<file path="src/hdl/sedf_pkg.sv">
// ----------------------------------------------------------------------------
// sedf_pkg
// Shared constants, types and codes for the start/end framed packet deframer.
// ----------------------------------------------------------------------------
package sedf_pkg;

  localparam int SLOT_COUNT  = 4;
  localparam int SLOT_BYTES  = 256;
  localparam int CHECK_BYTES = 2;

  localparam int SLOT_W  = $clog2(SLOT_COUNT);
  localparam int POS_W   = $clog2(SLOT_BYTES);
  localparam int SIZE_W  = POS_W + 1;
  localparam int ADDR_W  = SLOT_W + POS_W;
  localparam int LEN_W   = 16;
  localparam int CHECK_W = 8;

  localparam logic [CHECK_W-1:0] CHECK_MAX = {CHECK_W{1'b1}};

  localparam int QUEUE_DEPTH = 2;
  localparam int QPTR_W      = $clog2(QUEUE_DEPTH);
  localparam int QCNT_W      = $clog2(QUEUE_DEPTH + 1);

  localparam int CFG_ADDR_W = 4;
  localparam logic [1:0] REG_START = 2'd0;
  localparam logic [1:0] REG_END   = 2'd1;
  localparam logic [1:0] REG_FINAL = 2'd2;

  localparam logic [7:0] START_RST = 8'd2;
  localparam logic [7:0] END_RST   = 8'd3;
  localparam logic [7:0] FINAL_RST = 8'd4;

  typedef enum logic [2:0] {
    EV_IGNORED  = 3'd0,
    EV_STORED   = 3'd1,
    EV_COMPLETE = 3'd2,
    EV_ABORT    = 3'd3,
    EV_READBACK = 3'd4
  } event_e;

  typedef enum logic {
    KIND_RX   = 1'b0,
    KIND_READ = 1'b1
  } kind_e;

  // pos is the store position, or the read position for a readback
  typedef struct packed {
    event_e              ev;
    logic [SLOT_W-1:0]   slot;
    logic [POS_W-1:0]    pos;
    logic [SIZE_W-1:0]   size;
    logic [7:0]          data;
  } cmd_t;

endpackage

</file>
<file path="src/hdl/sedf_front.sv">
// ----------------------------------------------------------------------------
// sedf_front
// Accepts items, tracks framing state and turns each item into a command.
// ----------------------------------------------------------------------------
module sedf_front (
  input  logic                clk_i,
  input  logic                rst_ni,
  input  logic                valid_i,
  output logic                ready_o,
  input  logic                full_i,
  output logic                push_o,
  input  logic                kind_i,
  input  logic [7:0]          rx_byte_i,
  input  logic [1:0]          read_slot_i,
  input  logic [7:0]          read_pos_i,
  input  logic [7:0]          start_byte_i,
  input  logic [7:0]          end_byte_i,
  input  logic [7:0]          final_byte_i,
  output sedf_pkg::cmd_t      cmd_o
);

  logic                            in_frame_q, in_frame_d;
  logic                            end_seen_q, end_seen_d;
  logic [sedf_pkg::POS_W-1:0]      count_q, count_d;
  logic [sedf_pkg::CHECK_W-1:0]    check_q, check_d;
  logic [sedf_pkg::LEN_W-1:0]      len_q, len_d;
  logic [7:0]                      len_hi_q, len_hi_d;
  logic [sedf_pkg::SLOT_W-1:0]     head_q, head_d;

  assign ready_o = !full_i;
  assign push_o  = valid_i && !full_i;

  always_comb begin
    logic                          open_frame;
    logic                          eff_end;
    logic [sedf_pkg::CHECK_W-1:0]  eff_check;
    logic [sedf_pkg::LEN_W-1:0]    eff_len;
    logic [sedf_pkg::POS_W-1:0]    pos;
    logic                          fin;
    open_frame = !in_frame_q && (rx_byte_i == start_byte_i);
    eff_end    = open_frame ? 1'b0 : end_seen_q;
    eff_check  = open_frame ? '0 : check_q;
    eff_len    = open_frame ? '0 : len_q;
    pos        = open_frame ? '0 : count_q;
    fin        = eff_end && (eff_check == sedf_pkg::CHECK_W'(sedf_pkg::CHECK_BYTES))
                 && (rx_byte_i == final_byte_i);

    in_frame_d = in_frame_q;
    end_seen_d = end_seen_q;
    count_d    = count_q;
    check_d    = check_q;
    len_d      = len_q;
    len_hi_d   = len_hi_q;
    head_d     = head_q;
    cmd_o      = '0;
    cmd_o.ev   = sedf_pkg::EV_IGNORED;

    if (kind_i == sedf_pkg::KIND_READ) begin
      cmd_o.ev   = sedf_pkg::EV_READBACK;
      cmd_o.slot = read_slot_i[sedf_pkg::SLOT_W-1:0];
      cmd_o.pos  = read_pos_i[sedf_pkg::POS_W-1:0];
    end else if (in_frame_q || open_frame) begin
      cmd_o.slot = head_q;
      cmd_o.pos  = pos;
      cmd_o.data = rx_byte_i;
      check_d    = (eff_end && eff_check != sedf_pkg::CHECK_MAX) ?
                   eff_check + sedf_pkg::CHECK_W'(1) : eff_check;
      end_seen_d = eff_end || ((rx_byte_i == end_byte_i) &&
                   (sedf_pkg::LEN_W'(pos) + sedf_pkg::LEN_W'(1) == eff_len));
      len_hi_d   = (pos == sedf_pkg::POS_W'(2)) ? rx_byte_i : len_hi_q;
      len_d      = (pos == sedf_pkg::POS_W'(3)) ? {len_hi_q, rx_byte_i} : eff_len;
      if (fin) begin
        cmd_o.ev   = sedf_pkg::EV_COMPLETE;
        cmd_o.size = sedf_pkg::SIZE_W'(pos) + sedf_pkg::SIZE_W'(1);
        in_frame_d = 1'b0;
        count_d    = '0;
        head_d     = (head_q == sedf_pkg::SLOT_W'(sedf_pkg::SLOT_COUNT - 1)) ?
                     '0 : head_q + sedf_pkg::SLOT_W'(1);
      end else if (pos == sedf_pkg::POS_W'(sedf_pkg::SLOT_BYTES - 1)) begin
        cmd_o.ev   = sedf_pkg::EV_ABORT;
        in_frame_d = 1'b0;
        count_d    = '0;
      end else begin
        cmd_o.ev   = sedf_pkg::EV_STORED;
        in_frame_d = 1'b1;
        count_d    = pos + sedf_pkg::POS_W'(1);
      end
    end
  end

  always_ff @(posedge clk_i or negedge rst_ni) begin
    if (!rst_ni) begin
      in_frame_q <= 1'b0;
      end_seen_q <= 1'b0;
      count_q    <= '0;
      check_q    <= '0;
      len_q      <= '0;
      len_hi_q   <= '0;
      head_q     <= '0;
    end else if (push_o) begin
      in_frame_q <= in_frame_d;
      end_seen_q <= end_seen_d;
      count_q    <= count_d;
      check_q    <= check_d;
      len_q      <= len_d;
      len_hi_q   <= len_hi_d;
      head_q     <= head_d;
    end
  end

  a_complete_closes: assert property (@(posedge clk_i) disable iff (!rst_ni)
    (push_o && cmd_o.ev == sedf_pkg::EV_COMPLETE) |=> !in_frame_q)
    else $error("frame still open after completion");

  a_check_after_end: assert property (@(posedge clk_i) disable iff (!rst_ni)
    (check_q != '0) |-> end_seen_q)
    else $error("check count running without end byte");

  a_head_on_complete: assert property (@(posedge clk_i) disable iff (!rst_ni)
    !(push_o && cmd_o.ev == sedf_pkg::EV_COMPLETE) |=> $stable(head_q))
    else $error("head slot moved without completion");

endmodule

</file>
<file path="config.mk">
export PLATFORM = sky130hd
export DESIGN_NAME = sedf_front
export DESIGN_NICKNAME = d
export VERILOG_FILES = /design/src/hdl/sedf_pkg.sv /design/src/hdl/sedf_front.sv
export SDC_FILE = /design/constraint.sdc
export NUM_CORES = 1
export LEC_CHECK = 0
export ABC_AREA = 1
export BUFFER_PORTS_ARGS = -buffer_cell sky130_fd_sc_hd__buf_2
export CAP_MARGIN = 20
export CELL_PAD_IN_SITES_DETAIL_PLACEMENT = 2
export CELL_PAD_IN_SITES_GLOBAL_PLACEMENT = 2
export CORE_UTILIZATION = 29
export DETAILED_ROUTE_END_ITERATION = 8
export GPL_ROUTABILITY_DRIVEN = 1
export GPL_TIMING_DRIVEN = 0
export PLACE_DENSITY_LB_ADDON = 0.1
export REMOVE_ABC_BUFFERS = 1
export SLEW_MARGIN = 20
export SYNTH_ARGS = -nofsm -noshare
export SYNTH_HDL_FRONTEND = slang
export SYNTH_SLANG_ARGS = --single-unit
</file>
<file path="constraint.sdc">
create_clock -name clk_i -period 2.78 [get_ports clk_i]
set_input_delay 0.278 -clock clk_i [delete_from_list [all_inputs] [get_ports clk_i]]
set_output_delay 0.278 -clock clk_i [all_outputs]
set_load 0.05 [all_outputs]
</file>
==> flow_summary.json <==
{
  "hpwl_mm": 8.62,
  "grtUsageMet3": 0.0466,
  "synth_top_area_cell": "dfrtp_1",
  "ys_types": 37,
  "hold_ws_ps": 260,
  "finalCritPeriodShare": 1.00,
  "skew_ps": 14.8,
  "synthCells": 473,
  "first_iter_violations": 78,
  "clk_path_buf_depth": 2,
  "fin_nets": 619,
  "dieWidth_um": 107,
  "synth_ff_type": "dfrtp_1",
  "hp-start": "rx_byte_i[3]",
  "gp_congestion": 0.793,
  "ys_top_cells_by_area": "dfrtp_1 (34%), nand2_1 (15%), nor2_1 (7.5%)",
  "worstMarginPinSlew_ps": 682,
  "vias_per_cell": 5.06,
  "syn_area_sq_um": 3220,
  "ys_seq_area_frac": 0.342,
  "worst_slack_ps": -2.65,
  "cp_data_arrival_time_ps": 2500,
  "htree_levels": 2,
  "fmax_mhz": 359,
  "r2r_slack_ps": 180,
  "drive_gt1_frac": 0.286,
  "drc": 0,
  "fp.coreArea_sq_um": 10800,
  "hold_viol": 0,
  "numPortBuffers": 78,
  "crit_fanout": 5,
  "slew_violations": 0,
  "grt_pass1_wl_mm": 19.3,
  "cts_tree": "yes",
  "crit_path_top_delay_cell": "xnor2_1",
  "avgSynthCellArea_sq_um": 6.80,
  "reg2regPathDepth": 8,
  "slew_headroom": 0.545,
  "synth_seq_cells": 44,
  "antenna_left": 0,
  "hold_path_depth": 3,
  "peakVddDrop_mv": 0.365,
  "crit_required_ps": 2500,
  "area_growth_syn_to_layout_pct": 33.8,
  "n_antenna_cell": 0,
  "detail_route.wl_per_cell_um": 17.6,
  "fp.dieH_um": 107,
  "grt_max_degree": 45,
  "violations": "setup timing",
  "regToRegEndpoint": "count_q[0]$_DFFE_PN0P_",
  "ys_warn_count": 0,
  "grt_antenna_before_repair": 0,
  "min_to": "len_q[3]$_DFFE_PN0P_",
  "postRouteWirelength_mm": 12.4,
  "final.min_clock_period_ps": 2780,
  "leakage_nw": 2.16,
  "timing.rr.start": "in_frame_q$_DFFE_PN0P_",
  "met1_usage": 0.271,
  "total_power_mw": 2.94,
  "grt_pass1_vias": 3770,
  "clk_pin_slew_worst_paths_ps": 80,
  "cts_made_buffers": 5,
  "cts_root_buf": "clkbuf_8",
  "overflow": 0,
  "max-cap-violations": 0,
  "cp-start-kind": "input pin",
  "met2_usage": 0.394,
  "path_class": "in2out",
  "grt-busiest-layer": "met2",
  "clk_latency_ps": 330,
  "num_rows": 38,
  "grt_usage": 0.221,
  "setup-violations-final": 1,
  "crit_chain": "buf_2, xnor2_1, nand2_1, nor2_4, nand3_4, buf_12, nand2_2, ha_4, nand3_4, nor4_4, nand4_1, nor2_1, nand2_2, clkinv_4, nand2_8, buf_12, nor2_4, buf_8",
  "die_area_sq_um": 11500,
  "ios": 79,
  "outcome": "finished, violations left",
  "final_util": 0.397,
  "dr.pass1.iters": 4,
  "grt_setup_unrepaired": "true",
  "synth_edf_count": 0,
  "initial_utilization": 0.297,
  "p_per_area_nw_per_um2": 684,
  "clock_sink_count": 44,
  "yosysMostFrequentCell": "nand2_1",
  "netlist.area_leader.share": 0.342,
  "ys_async_sr_fraction": 1.00,
  "endpoint_kind": "output pin",
  "cp-startpoint": "rx_byte_i[6]",
  "worstHoldPathType": "in2reg",
  "slowest_delay_ps": 150,
  "via_count": 3578,
  "ys_top_cells_by_count": "nand2_1 (127), nor2_1 (64), inv_1 (56)"
}
==> cells in the final DEF (no fill, tap or decap), types with 19 or more instances in the layout <==
cell / netlist / final
nand2_1: 127 / 121
dfrtp_1: 44 / 44
nand3_1: 24 / 22
o21ai_0: 35 / 35
buf_4: 3 / 21
inv_1: 56 / 50
nor2_1: 64 / 58
buf_2: 7 / 65
a21oi_1: 21 / 19
==> critical path: cells and delay by family <==
kind	cells	cell delay (ps)
xor gates and xnor gates	1	150
adders and majority gates	1	150
and+or+nand+nor	11	1240
buffers and inverters	5	680
==> how the worst max path moves through the flow <==
stage	endpoint	slack, ps	cells past startpoint
floorplan	cmd_o[14]	-320	16
global placement	count_q[1]$_DFFE_PN0P_	-1360	12
detailed placement	cmd_o[14]	-1080	18
CTS	cmd_o[15]	-180	18
global route	cmd_o[15]	-140	18
finish	cmd_o[15]	-3	18
==> cell families after synthesis <==
logic type,after synthesis,share of synthesized area
muxes,1,0.00350
DFF,44,0.342
AOI/OAI and AO/OA,86,0.151
buffers and inverters,78,0.104
and+or+nand+nor,242,0.328
adders and majority gates,5,0.0195
xor gates and xnor gates,17,0.0510
==> area by class of cell <==
| class | instances | area (sq um) |
|---|---|---|
| clock buffers | 5 | 68.8 |
| clock inverters | 2 | 12.5 |
| fillers | 1323 | 6540 |
| inverters | 60 | 244 |
| multi-input cells | 355 | 2000 |
| flip-flops and latches | 44 | 1100 |
| well taps | 140 | 175 |
| repair buffers | 101 | 696 |
==> routing by layer <==
| layer | share of wire | up-vias |
|---|---|---|
| li1 | - | 1720 |
| met3 | 0.038 | 11 |
| met4 | 0.012 | 0 |
| met1 | 0.45 | 1779 |
| met5 | 0 | - |
| met2 | 0.50 | 68 |
==> flip-flops by register name (all words and copies together) (netlist names) <==
| name | flops |
|---|---|
| len_hi_q | 8 |
| check_q | 8 |
| end_seen_q | 1 |
| in_frame_q | 1 |
| count_q | 8 |
| head_q | 2 |
| len_q | 16 |
==> per-stage QoR <==
step	setup slack [ps]	cell area (sq um)	instances	setup TNS [ps]
floorplan	-325	3110	455	-3810
global placement	-1360	3670	673	-50790
detailed placement	-1080	3710	674	-28100
CTS	-182	4080	693	-1260
global route	-143	4300	707	-868
finish	-2.65	4300	707	-2.65
==> what timing repair did <==
action / in CTS / in global routing
setup buffers: 9 / 12
hold buffers: 0 / 1
endpoints found under the hold margin: 0 / 30
setup endpoints to repair: 50 / 35
gates cloned: 3 / 1
gates resized for setup: 50 / 27
pin swaps: 11 / 10
==> where the power goes <==
| part | leakage (nW) | switching (mW) | internal, mW |
|---|---|---|---|
| combinational | 1.58 | 1.02 | 0.475 |
| clock | 0.0400 | 0.265 | 0.171 |
| sequential | 0.544 | 0.176 | 0.839 |
| total | 2.16 | 1.46 | 1.48 |
(Power assumes the default switching activity.)
