**src/hdl/sedf_pkg.sv**
```systemverilog
// ----------------------------------------------------------------------------
// sedf_pkg
// Shared constants, types and codes for the start/end framed packet deframer.
// ----------------------------------------------------------------------------
package sedf_pkg;

  localparam int SLOT_COUNT  = 4;
  localparam int SLOT_BYTES  = 256;
  localparam int CHECK_BYTES = 2;

  localparam int SLOT_W  = $clog2(SLOT_COUNT);
  localparam int POS_W   = $clog2(SLOT_BYTES);
  localparam int SIZE_W  = POS_W + 1;
  localparam int ADDR_W  = SLOT_W + POS_W;
  localparam int LEN_W   = 16;
  localparam int CHECK_W = 8;

  localparam logic [CHECK_W-1:0] CHECK_MAX = {CHECK_W{1'b1}};

  localparam int QUEUE_DEPTH = 2;
  localparam int QPTR_W      = $clog2(QUEUE_DEPTH);
  localparam int QCNT_W      = $clog2(QUEUE_DEPTH + 1);

  localparam int CFG_ADDR_W = 4;
  localparam logic [1:0] REG_START = 2'd0;
  localparam logic [1:0] REG_END   = 2'd1;
  localparam logic [1:0] REG_FINAL = 2'd2;

  localparam logic [7:0] START_RST = 8'd2;
  localparam logic [7:0] END_RST   = 8'd3;
  localparam logic [7:0] FINAL_RST = 8'd4;

  typedef enum logic [2:0] {
    EV_IGNORED  = 3'd0,
    EV_STORED   = 3'd1,
    EV_COMPLETE = 3'd2,
    EV_ABORT    = 3'd3,
    EV_READBACK = 3'd4
  } event_e;

  typedef enum logic {
    KIND_RX   = 1'b0,
    KIND_READ = 1'b1
  } kind_e;

  // pos is the store position, or the read position for a readback
  typedef struct packed {
    event_e              ev;
    logic [SLOT_W-1:0]   slot;
    logic [POS_W-1:0]    pos;
    logic [SIZE_W-1:0]   size;
    logic [7:0]          data;
  } cmd_t;

endpackage

```
**src/hdl/sedf_queue.sv**
```systemverilog
// ----------------------------------------------------------------------------
// sedf_queue
// Short command FIFO between the front and back parts.
// ----------------------------------------------------------------------------
module sedf_queue (
  input  logic            clk_i,
  input  logic            rst_ni,
  input  logic            push_i,
  input  sedf_pkg::cmd_t  cmd_i,
  output logic            full_o,
  input  logic            pop_i,
  output logic            valid_o,
  output sedf_pkg::cmd_t  cmd_o
);

  sedf_pkg::cmd_t                mem_q [sedf_pkg::QUEUE_DEPTH];
  logic [sedf_pkg::QPTR_W-1:0]   wr_q, wr_d;
  logic [sedf_pkg::QPTR_W-1:0]   rd_q, rd_d;
  logic [sedf_pkg::QCNT_W-1:0]   count_q, count_d;

  assign full_o  = (count_q == sedf_pkg::QCNT_W'(sedf_pkg::QUEUE_DEPTH));
  assign valid_o = (count_q != '0);
  assign cmd_o   = mem_q[rd_q];

  always_comb begin
    wr_d    = wr_q;
    rd_d    = rd_q;
    count_d = count_q;
    if (push_i) begin
      wr_d = (wr_q == sedf_pkg::QPTR_W'(sedf_pkg::QUEUE_DEPTH - 1)) ?
             '0 : wr_q + sedf_pkg::QPTR_W'(1);
    end
    if (pop_i) begin
      rd_d = (rd_q == sedf_pkg::QPTR_W'(sedf_pkg::QUEUE_DEPTH - 1)) ?
             '0 : rd_q + sedf_pkg::QPTR_W'(1);
    end
    case ({push_i, pop_i})
      2'b10:   count_d = count_q + sedf_pkg::QCNT_W'(1);
      2'b01:   count_d = count_q - sedf_pkg::QCNT_W'(1);
      default: count_d = count_q;
    endcase
  end

  always_ff @(posedge clk_i or negedge rst_ni) begin
    if (!rst_ni) begin
      wr_q    <= '0;
      rd_q    <= '0;
      count_q <= '0;
    end else begin
      wr_q    <= wr_d;
      rd_q    <= rd_d;
      count_q <= count_d;
    end
  end

  always_ff @(posedge clk_i) begin
    if (push_i) begin
      mem_q[wr_q] <= cmd_i;
    end
  end

  a_count_bound: assert property (@(posedge clk_i) disable iff (!rst_ni)
    count_q <= sedf_pkg::QCNT_W'(sedf_pkg::QUEUE_DEPTH))
    else $error("queue count beyond depth");

  a_no_underflow: assert property (@(posedge clk_i) disable iff (!rst_ni)
    pop_i |-> (count_q != '0))
    else $error("pop from empty queue");

endmodule

```
**config.mk**
```make
export PLATFORM = sky130hd
export DESIGN_NAME = sedf_queue
export DESIGN_NICKNAME = d
export VERILOG_FILES = /design/src/hdl/sedf_pkg.sv /design/src/hdl/sedf_queue.sv
export SDC_FILE = /design/constraint.sdc
export NUM_CORES = 1
export LEC_CHECK = 0
export BUFFER_PORTS_ARGS = -buffer_cell sky130_fd_sc_hd__buf_2
export CELL_PAD_IN_SITES_DETAIL_PLACEMENT = 0
export CELL_PAD_IN_SITES_GLOBAL_PLACEMENT = 1
export CORE_MARGIN = 2
export CORE_UTILIZATION = 43
export CTS_CLUSTER_DIAMETER = 40
export CTS_CLUSTER_SIZE = 28
export DETAILED_ROUTE_END_ITERATION = 6
export GPL_ROUTABILITY_DRIVEN = 1
export GPL_TIMING_DRIVEN = 0
export PLACE_DENSITY_LB_ADDON = 0.1
export SLEW_MARGIN = 20
export SYNTH_ARGS = -nofsm -noshare
export SYNTH_HDL_FRONTEND = slang
export SYNTH_SLANG_ARGS = --single-unit
export TNS_END_PERCENT = 50
```
**constraint.sdc**
```tcl
create_clock -name clk_i -period 2.6 [get_ports clk_i]
set_clock_uncertainty 0.1 [all_clocks]
set_input_delay 0.26 -clock clk_i [delete_from_list [all_inputs] [get_ports clk_i]]
set_output_delay 0.26 -clock clk_i [all_outputs]
set_load 0.02 [all_outputs]
```
==> metrics.cfg, run 1 <==
[final_layout]
synthToLayoutAreaGrowth_pct = 33.2
nNetsFinal = 239
fin_util = 0.604
drive_above_1_share = 0.541
num_antenna_cells = 0

[drt]
drc = 0
routed_wl_um = 4130
first_pass_iters = 4
vias_per_cell = 4.60
via_count = 1283
drt_iter0_drc = 59
wire_per_inst_um = 14.8
ant_nets = 0

[timing]
slew_headroom = 0.497
hold_viol_final = 0
fmax_ghz = 0.547
finalCriticalPeriod_ps = 1830
worst_slew_pin_slew_ps = 754
slew_violations = 0
setup_violations = 0
rsz0062_at_grt = false
period_share = 0.703
setup_ws_ps = 772

[place]
gp_congestion = 0.643
place_ws_ps = 986
dp_hpwl_um = 2560
port-buffer-count = 65

[critical_path]
crit_chain = buf_6 > mux2_2 > buf_2
critPathCaptureType = output port
critPathKind = flop to output port
arrival_ps = 1470
max_stage_delay_ps = 440
cp_slowest_cell = dfrtp_1
crit_fanout = 10
startpoint = rd_q
crit_required_ps = 2240
rr_startpoint = wr_q
start_kind = flop

[pwr]
leakage_nw = 1.21
power.density_nw_per_um2 = 1040
power_mw = 3.26
peakVddDrop_mv = 0.568

[yosys]
syn_nets = 144
synth_area_leaders = edfxtp_1 76%, mux2_2 14%, dfrtp_1 4.2%
yosys_register_bits = 64
synth_top_area_share = 0.763
avgSynthCellArea_sq_um = 21.7
synth_cells = 109
ys_warn_count = 0
synth_seq_area_share = 0.806
yosysUniqueCellTypes = 12
synth_top_area_cell = edfxtp_1
synth_area_sq_um = 2360

[floorplanning]
fp.dieW_um = 78.1
core_sq_um = 5200
start_util = 0.454
die_h_um = 78.1
num_rows = 26
io_pins = 66
dieArea_sq_um = 6100

[global_route]
antenna_found_initial = 0
grt_overflow_total = 0
grt_max_degree = 31
grt_pass1_wl_um = 6390
grt_pass1_vias = 1402
grtUsageTotal = 0.145

[clock_network]
cts.sinks = 64
clockBufferDepth = 2
h-tree-depth = 3
cts_resized = 0
root_buffer = clkbuf_8
post_cts_buffers = 0
ctsHoldBuffers = 14
clk_transition_reported_paths_ps = 60
cts_buffers = 9
clk_latency_ps = 330
cts_tree = built

[outcome]
outcome = finished clean

[job]
maxCapViolCount = 0

[hold_path]
hp-class = primary input to flop
hold_path_startpoint = cmd_i[4]

[final timing paths]
path	endpoint	slack, ps	cells after the start
worst max register to register	mem_q[1][23]	1030	1
worst min register to register	count_q[1]	390	1
worst max-delay path	cmd_o[29]	770	3
worst min-delay path	mem_q[0][4]	10	1
min in group asynchronous	count_q[0]	160	2
max in group asynchronous	rd_q	2120	2
[cell usage after synthesis]
master	n
buf_6	3
xnor2_1	2
and2_1	1
dfrtp_1	4
edfxtp_1	60
and2b_1	1
inv_1	1
mux2_2	30
or2_2	1
ha_1	1
xor2_1	3
nor2_1	2
[cells by family (layout without fill, tap and decap cells)]
kind of cell / after synthesis / in the layout / synth area share
xor+xnor: 5 / 5 / 0.0186
fa+ha+maj: 1 / 1 / 0.00530
buf+inv: 4 / 104 / 0.0159
flops: 64 / 64 / 0.806
mux: 30 / 30 / 0.143
simple gates: 5 / 5 / 0.0117
[report_power, final]
| part | internal [mW] | total, mW | switching [mW] |
|---|---|---|---|
| clock | 0.334 | 0.684 | 0.349 |
| combinational | 0.493 | 1.12 | 0.629 |
| sequential | 1.38 | 1.45 | 0.0758 |
[sequential cells by signal, indices dropped and copies added (netlist names)]
register  flops
mem_q        60
wr_q          1
count_q       2
rd_q          1
[layer usage]
metal	vias up	global-route usage	part of all wire
met4	0	0.0632	0.015
li1	612	-	-
met1	622	0.153	0.39
met5	-	0	0
met2	44	0.242	0.53
met3	5	0.0759	0.064
[critical path, delay by kind of cell (launching register included)]
kind	cells	cell delay [ps]
mux	1	340
flops	1	440
buf+inv	2	350
[layout by cell type (no fill, tap or decap), drive strengths merged, types with 2 or more instances in the layout]
| master | instances |
|---|---|
| buf | 69 |
| dfrtp | 4 |
| clkbuf | 11 |
| clkinv | 4 |
| nor2 | 2 |
| edfxtp | 60 |
| mux2 | 30 |
| xnor2 | 2 |
| dlygate4sd3 | 18 |
| xor2 | 3 |
[cell type report]
cell class,instances,area [sq um]
buffer,3,33.8
clock buffer,11,131
clock inverter,5,23.8
fill,421,2060
inverter,1,3.75
multi-input combinational,41,430
sequential,64,1900
tap,70,87.6
timing repair buffer,84,533
[through the flow]
| step | setup TNS [ps] | instances | hold WS, ps | instance area [sq um] |
|---|---|---|---|---|
| after detailed placement | 0 | 245 | -31.3 | 2810 |
| after global placement | -9100 | 244 | -31.4 | 2770 |
| final | 0 | 279 | 11.9 | 3150 |
| after CTS | 0 | 275 | 0.389 | 3110 |
| after global routing | 0 | 279 | 1.48 | 3150 |
| after floorplan | 0 | 109 | -136 | 2360 |
Note: power is estimated with default switching activity, not from simulation.
==> run 2, diff against run 1 <==
Clock period 2.6 ns to 1.9 ns, I/O delays scaled along.
==> metrics.cfg, run 2 (synthesis gave the netlist of run 1 again) <==
[timing]
fmax_ghz = 0.574
worst_slew_pin_slew_ps = 727  ; -27.8 ps
period_share = 0.917
setup_violations = 0  ; unchanged
hold_viol_final = 0  ; unchanged
slew_headroom = 0.516  ; +0.0185
rsz0062_at_grt = false
slew_violations = 0  ; unchanged
tns_ps = 0  ; unchanged
finalCriticalPeriod_ps = 1740

[drt]
wire_per_inst_um = 13.7  ; -7.6%
first_pass_iters = 4  ; unchanged
ant_nets = 0  ; unchanged
drc = 0  ; unchanged
via_count = 1305  ; +1.7%
drt_iter0_drc = 32  ; -46%
routed_wl_um = 3990  ; -3.3%
vias_per_cell = 4.47  ; -2.8%

[critical_path]
r2r_setup_slack_ps = 340  ; -690 ps
start_kind = flop
crit_required_ps = 1610  ; -630 ps
crit_fanout = 10  ; unchanged
arrival_ps = 1450  ; -20 ps
critPathKind = flop to output port
critPathCaptureType = output port

[final_layout]
final_cell_mix = 65 x buf_2, 60 x edfxtp_1, 33 x dlygate4sd3_1, 30 x mux2_2, 9 x clkbuf_8
fin_cells = 292  ; +4.7%
synthToLayoutAreaGrowth_pct = 39.1
regMostFlops = mem_q
reg_top3 = mem_q: 60 flops, count_q: 2 flops
mostFrequentLayoutCell = buf_2
num_antenna_cells = 0  ; unchanged
fin_util = 0.631  ; +0.0267
largest_register_ffs = 60  ; unchanged
drive_above_1_share = 0.505  ; -0.0362
nNetsFinal = 254  ; +6.3%

[floorplanning]
fp.dieW_um = 78.1  ; unchanged
die_h_um = 78.1  ; unchanged
io_pins = 66  ; unchanged
dieArea_sq_um = 6100  ; unchanged
core_sq_um = 5200  ; unchanged
start_util = 0.454  ; unchanged
num_rows = 26  ; unchanged

[outcome]
outcome = finished clean

[place]
port-buffer-count = 65  ; unchanged
dp.cells = 245  ; unchanged
gp_congestion = 0.625  ; -2.9%
dp_hpwl_um = 2490  ; -2.6%

[hold_path]
hp-class = primary input to async pin

[job]
maxCapViolCount = 0  ; unchanged

[global_route]
grt_overflow_total = 0  ; unchanged
antenna_found_initial = 0  ; unchanged
grt_pass1_wl_um = 6190  ; -3.1%
grt_pass1_vias = 1395  ; -0.50%
grt_max_degree = 31  ; unchanged
grtUsageTotal = 0.139  ; -0.00652

[clock_network]
root_buffer = clkbuf_8
cts.sinks = 64  ; unchanged
h-tree-depth = 3  ; unchanged
cts_resized = 0  ; unchanged
cts_tree = built
clockBufferDepth = 2  ; unchanged
cts_buffers = 9  ; unchanged
clk_transition_reported_paths_ps = 60  ; about the same
clk_latency_ps = 310  ; -20 ps

[pwr]
power_mw = 4.42  ; +36%
leakage_nw = 1.27  ; +5.0%
power.density_nw_per_um2 = 1350  ; +30%
peakVddDrop_mv = 0.919  ; +62%

run 2: cell type report:
type / instances / area [sq um]
clock inverters: 2 / 8.76
flip-flops and latches: 64 / 1900
repair buffers: 99 / 683
clock buffers: 12 / 135
well taps: 70 / 87.6
multi-input cells: 41 / 430
fillers: 399 / 1920
inverters: 1 / 3.75
plain buffers: 3 / 33.8
run 2: where the power goes:
part,switching (mW),leakage (nW),internal [mW],total (mW)
sequential,0.100,0.610,1.88,1.98
clock,0.427,0.0737,0.453,0.880
combinational,0.863,0.588,0.695,1.56
run 2: path summary, 6_finish.rpt:
path                            startpoint      endpoint  cells past startpoint
worst min-delay path                rst_ni          rd_q                      2
min in group clk_i              count_q[1]    count_q[1]                      1
max in group asynchronous           rst_ni          wr_q                      2
worst max register to register        wr_q  mem_q[1][28]                      1
worst min register to register  count_q[1]    count_q[1]                      1
worst max-delay path                  rd_q      cmd_o[7]                      3
run 2: layer usage:
metal	wire, um	up-vias	GRT usage
li1	-	640	-
met1	1610	619	0.144
met2	2150	40	0.252
met3	180	6	0.0333
met4	53	0	0.0842
met5	0	-	0
run 2: worst max-delay path, cell delays in order (launching register included):
cell,delay (ps)
dfrtp_1,440
buf_6,180
mux2_2,350
buf_2,160
run 2: repair_timing:
item	4_1_cts	5_1_grt
endpoints found under the hold margin	66	0
hold buffers	33	0
buffers inserted	0	0
run 2: stage by stage:
stage / cell area (sq um) / hold slack [ps] / setup WS [ps]
2_1_floorplan: 2360 / -206 / 193
3_3_place_gp: 2780 / -101 / -194
3_5_place_dp: 2810 / -98.2 / 303
4_1_cts: 3280 / 98.8 / 137
5_1_grt: 3280 / 110 / 93.4
6_report: 3280 / 110 / 157
==> run 3, diff against run 2 <==
Settings changed: RECOVER_POWER set to 50.
==> metrics.cfg, run 3 (synthesis gave the netlist of run 1 again) <==
[outcome]
outcome = finished clean

[timing]
setup_ws_ps = 157  ; +0.337 ps
hold_ws_ps = 138  ; +27.9 ps
finalCriticalPeriod_ps = 1740  ; -0.337 ps
rsz0062_at_grt = false
period_share = 0.917  ; about the same
slew_violations = 0  ; unchanged
fmax_ghz = 0.574  ; about the same
slew_headroom = 0.516  ; about the same
worst_slew_pin_slew_ps = 726  ; -0.210 ps
hold_viol_final = 0  ; unchanged
setup_violations = 0  ; unchanged

[floorplanning]
core_sq_um = 5200  ; unchanged
fp.dieW_um = 78.1  ; unchanged
die_h_um = 78.1  ; unchanged
io_pins = 66  ; unchanged
dieArea_sq_um = 6100  ; unchanged
num_rows = 26  ; unchanged
start_util = 0.454  ; unchanged

[clock_network]
ctsHoldBuffers = 33  ; unchanged
cts_resized = 0  ; unchanged
root_buffer = clkbuf_8
cts.sinks = 64  ; unchanged
cts_tree = built
cts_buffers = 9  ; unchanged
h-tree-depth = 3  ; unchanged
clockBufferDepth = 2  ; unchanged
clk_latency_ps = 310  ; about the same
post_cts_buffers = 0  ; unchanged
clk_transition_reported_paths_ps = 60  ; about the same

[global_route]
grt_pass1_wl_um = 6190  ; unchanged
antenna_found_initial = 0  ; unchanged
grtUsageTotal = 0.139  ; unchanged
grt_overflow_total = 0  ; unchanged
grt_max_degree = 31  ; unchanged
grt_pass1_vias = 1395  ; unchanged

[critical_path]
critPathCaptureType = output port
arrival_ps = 1450  ; about the same
critPathKind = flop to output port
crit_fanout = 10  ; unchanged
start_kind = flop
crit_required_ps = 1610  ; about the same

[drt]
vias_per_cell = 4.49  ; +0.38%
routed_wl_um = 3940  ; -1.3%
drc = 0  ; unchanged
ant_nets = 0  ; unchanged
first_pass_iters = 2  ; -2
drt_iter0_drc = 33  ; +3.1%
via_count = 1310  ; +0.38%
wire_per_inst_um = 13.5  ; -1.3%

[final_layout]
regMostFlops = mem_q
synthToLayoutAreaGrowth_pct = 38.0
num_antenna_cells = 0  ; unchanged
reg_top3 = mem_q: 60 flops, count_q: 2 flops
drive_above_1_share = 0.410  ; -0.0946
mostFrequentLayoutCell = edfxtp_1
nNetsFinal = 254  ; unchanged
final_cell_mix = 60 x edfxtp_1, 43 x buf_2, 33 x dlygate4sd3_1, 30 x mux2_2, 24 x clkbuf_1
largest_register_ffs = 60  ; unchanged

[place]
gp_congestion = 0.625  ; unchanged
dp_hpwl_um = 2490  ; unchanged
place_ws_ps = 303  ; unchanged
port-buffer-count = 65  ; unchanged

[pwr]
clockPowerShare = 0.199  ; about the same
peakVddDrop_mv = 0.934  ; +1.6%
combPwrFrac = 0.351  ; about the same
power.density_nw_per_um2 = 1350  ; +0.41%
power_mw = 4.40  ; -0.39%
swShare = 0.314  ; about the same
leakage_nw = 1.21  ; -4.5%
p_int_mw = 3.02  ; -0.39%
power_switching_mw = 1.38  ; -0.40%
p_seq_frac = 0.450  ; about the same

[hold_path]
hp-class = primary input to async pin

[job]
maxCapViolCount = 0  ; unchanged

-- run 3: cell count changes in the layout (fill, tap and decap cells not counted) --
| cell | delta |
|---|---|
| buf_2 | -22 |
| clkbuf_1 | +21 |
| clkbuf_2 | +1 |
-- run 3: layout make-up --
| type | instances | area (sq um) |
|---|---|---|
| Buffer | 3 | 33.8 |
| Clock buffer | 12 | 135 |
| Clock inverter | 2 | 8.76 |
| Fill cell | 415 | 1950 |
| Inverter | 1 | 3.75 |
| Multi-Input combinational cell | 41 | 430 |
| Sequential cell | 64 | 1900 |
| Tap cell | 70 | 87.6 |
| Timing Repair Buffer | 99 | 657 |
-- run 3: final timing paths --
kind / from / to / slack [ps] / cells past startpoint
worst max-delay path: rd_q / cmd_o[7] / 160 / 3
worst min-delay path: rst_ni / wr_q / 140 / 2
worst max register to register: wr_q / mem_q[1][28] / 340 / 1
worst min register to register: count_q[1] / count_q[1] / 380 / 1
max in group asynchronous: rst_ni / count_q[1] / 1380 / 2
min in group clk_i: count_q[1] / count_q[1] / 380 / 1
-- run 3: per-stage QoR --
| stage | utilization | std cells | instance area [sq um] | setup TNS (ps) |
|---|---|---|---|---|
| 2_1_floorplan | - | 109 | 2360 | 0 |
| 3_3_place_gp | 0.533 | 244 | 2780 | -8100 |
| 3_5_place_dp | 0.540 | 245 | 2810 | 0 |
| 4_1_cts | 0.631 | 292 | 3280 | 0 |
| 5_1_grt | 0.626 | 292 | 3260 | 0 |
| 6_report | 0.626 | 292 | 3260 | 0 |
-- run 3: metal layers --
metal  vias up  routed length, um  track usage
met1       620               1570        0.144
met2        40               2130        0.252
met3         7                179       0.0333
met4         0                 60       0.0842
li1        643                  -            -
met5         -                  0            0
-- run 3: power groups by stage --
stage          clock, mW  combinational [mW]  sequential (mW)
2_1_floorplan          0                1.06             1.99
3_3_place_gp           0                1.46             2.00
3_5_place_dp           0                1.53             2.02
4_1_cts            0.909                1.59             1.99
5_1_grt            0.971                1.65             2.01
6_report           0.874                1.55             1.98
-- run 3: critical path: stages, from the launching register on --
cell and delay [ps]:
dfrtp_1 430, buf_6 180, mux2_2 350, buf_2 160
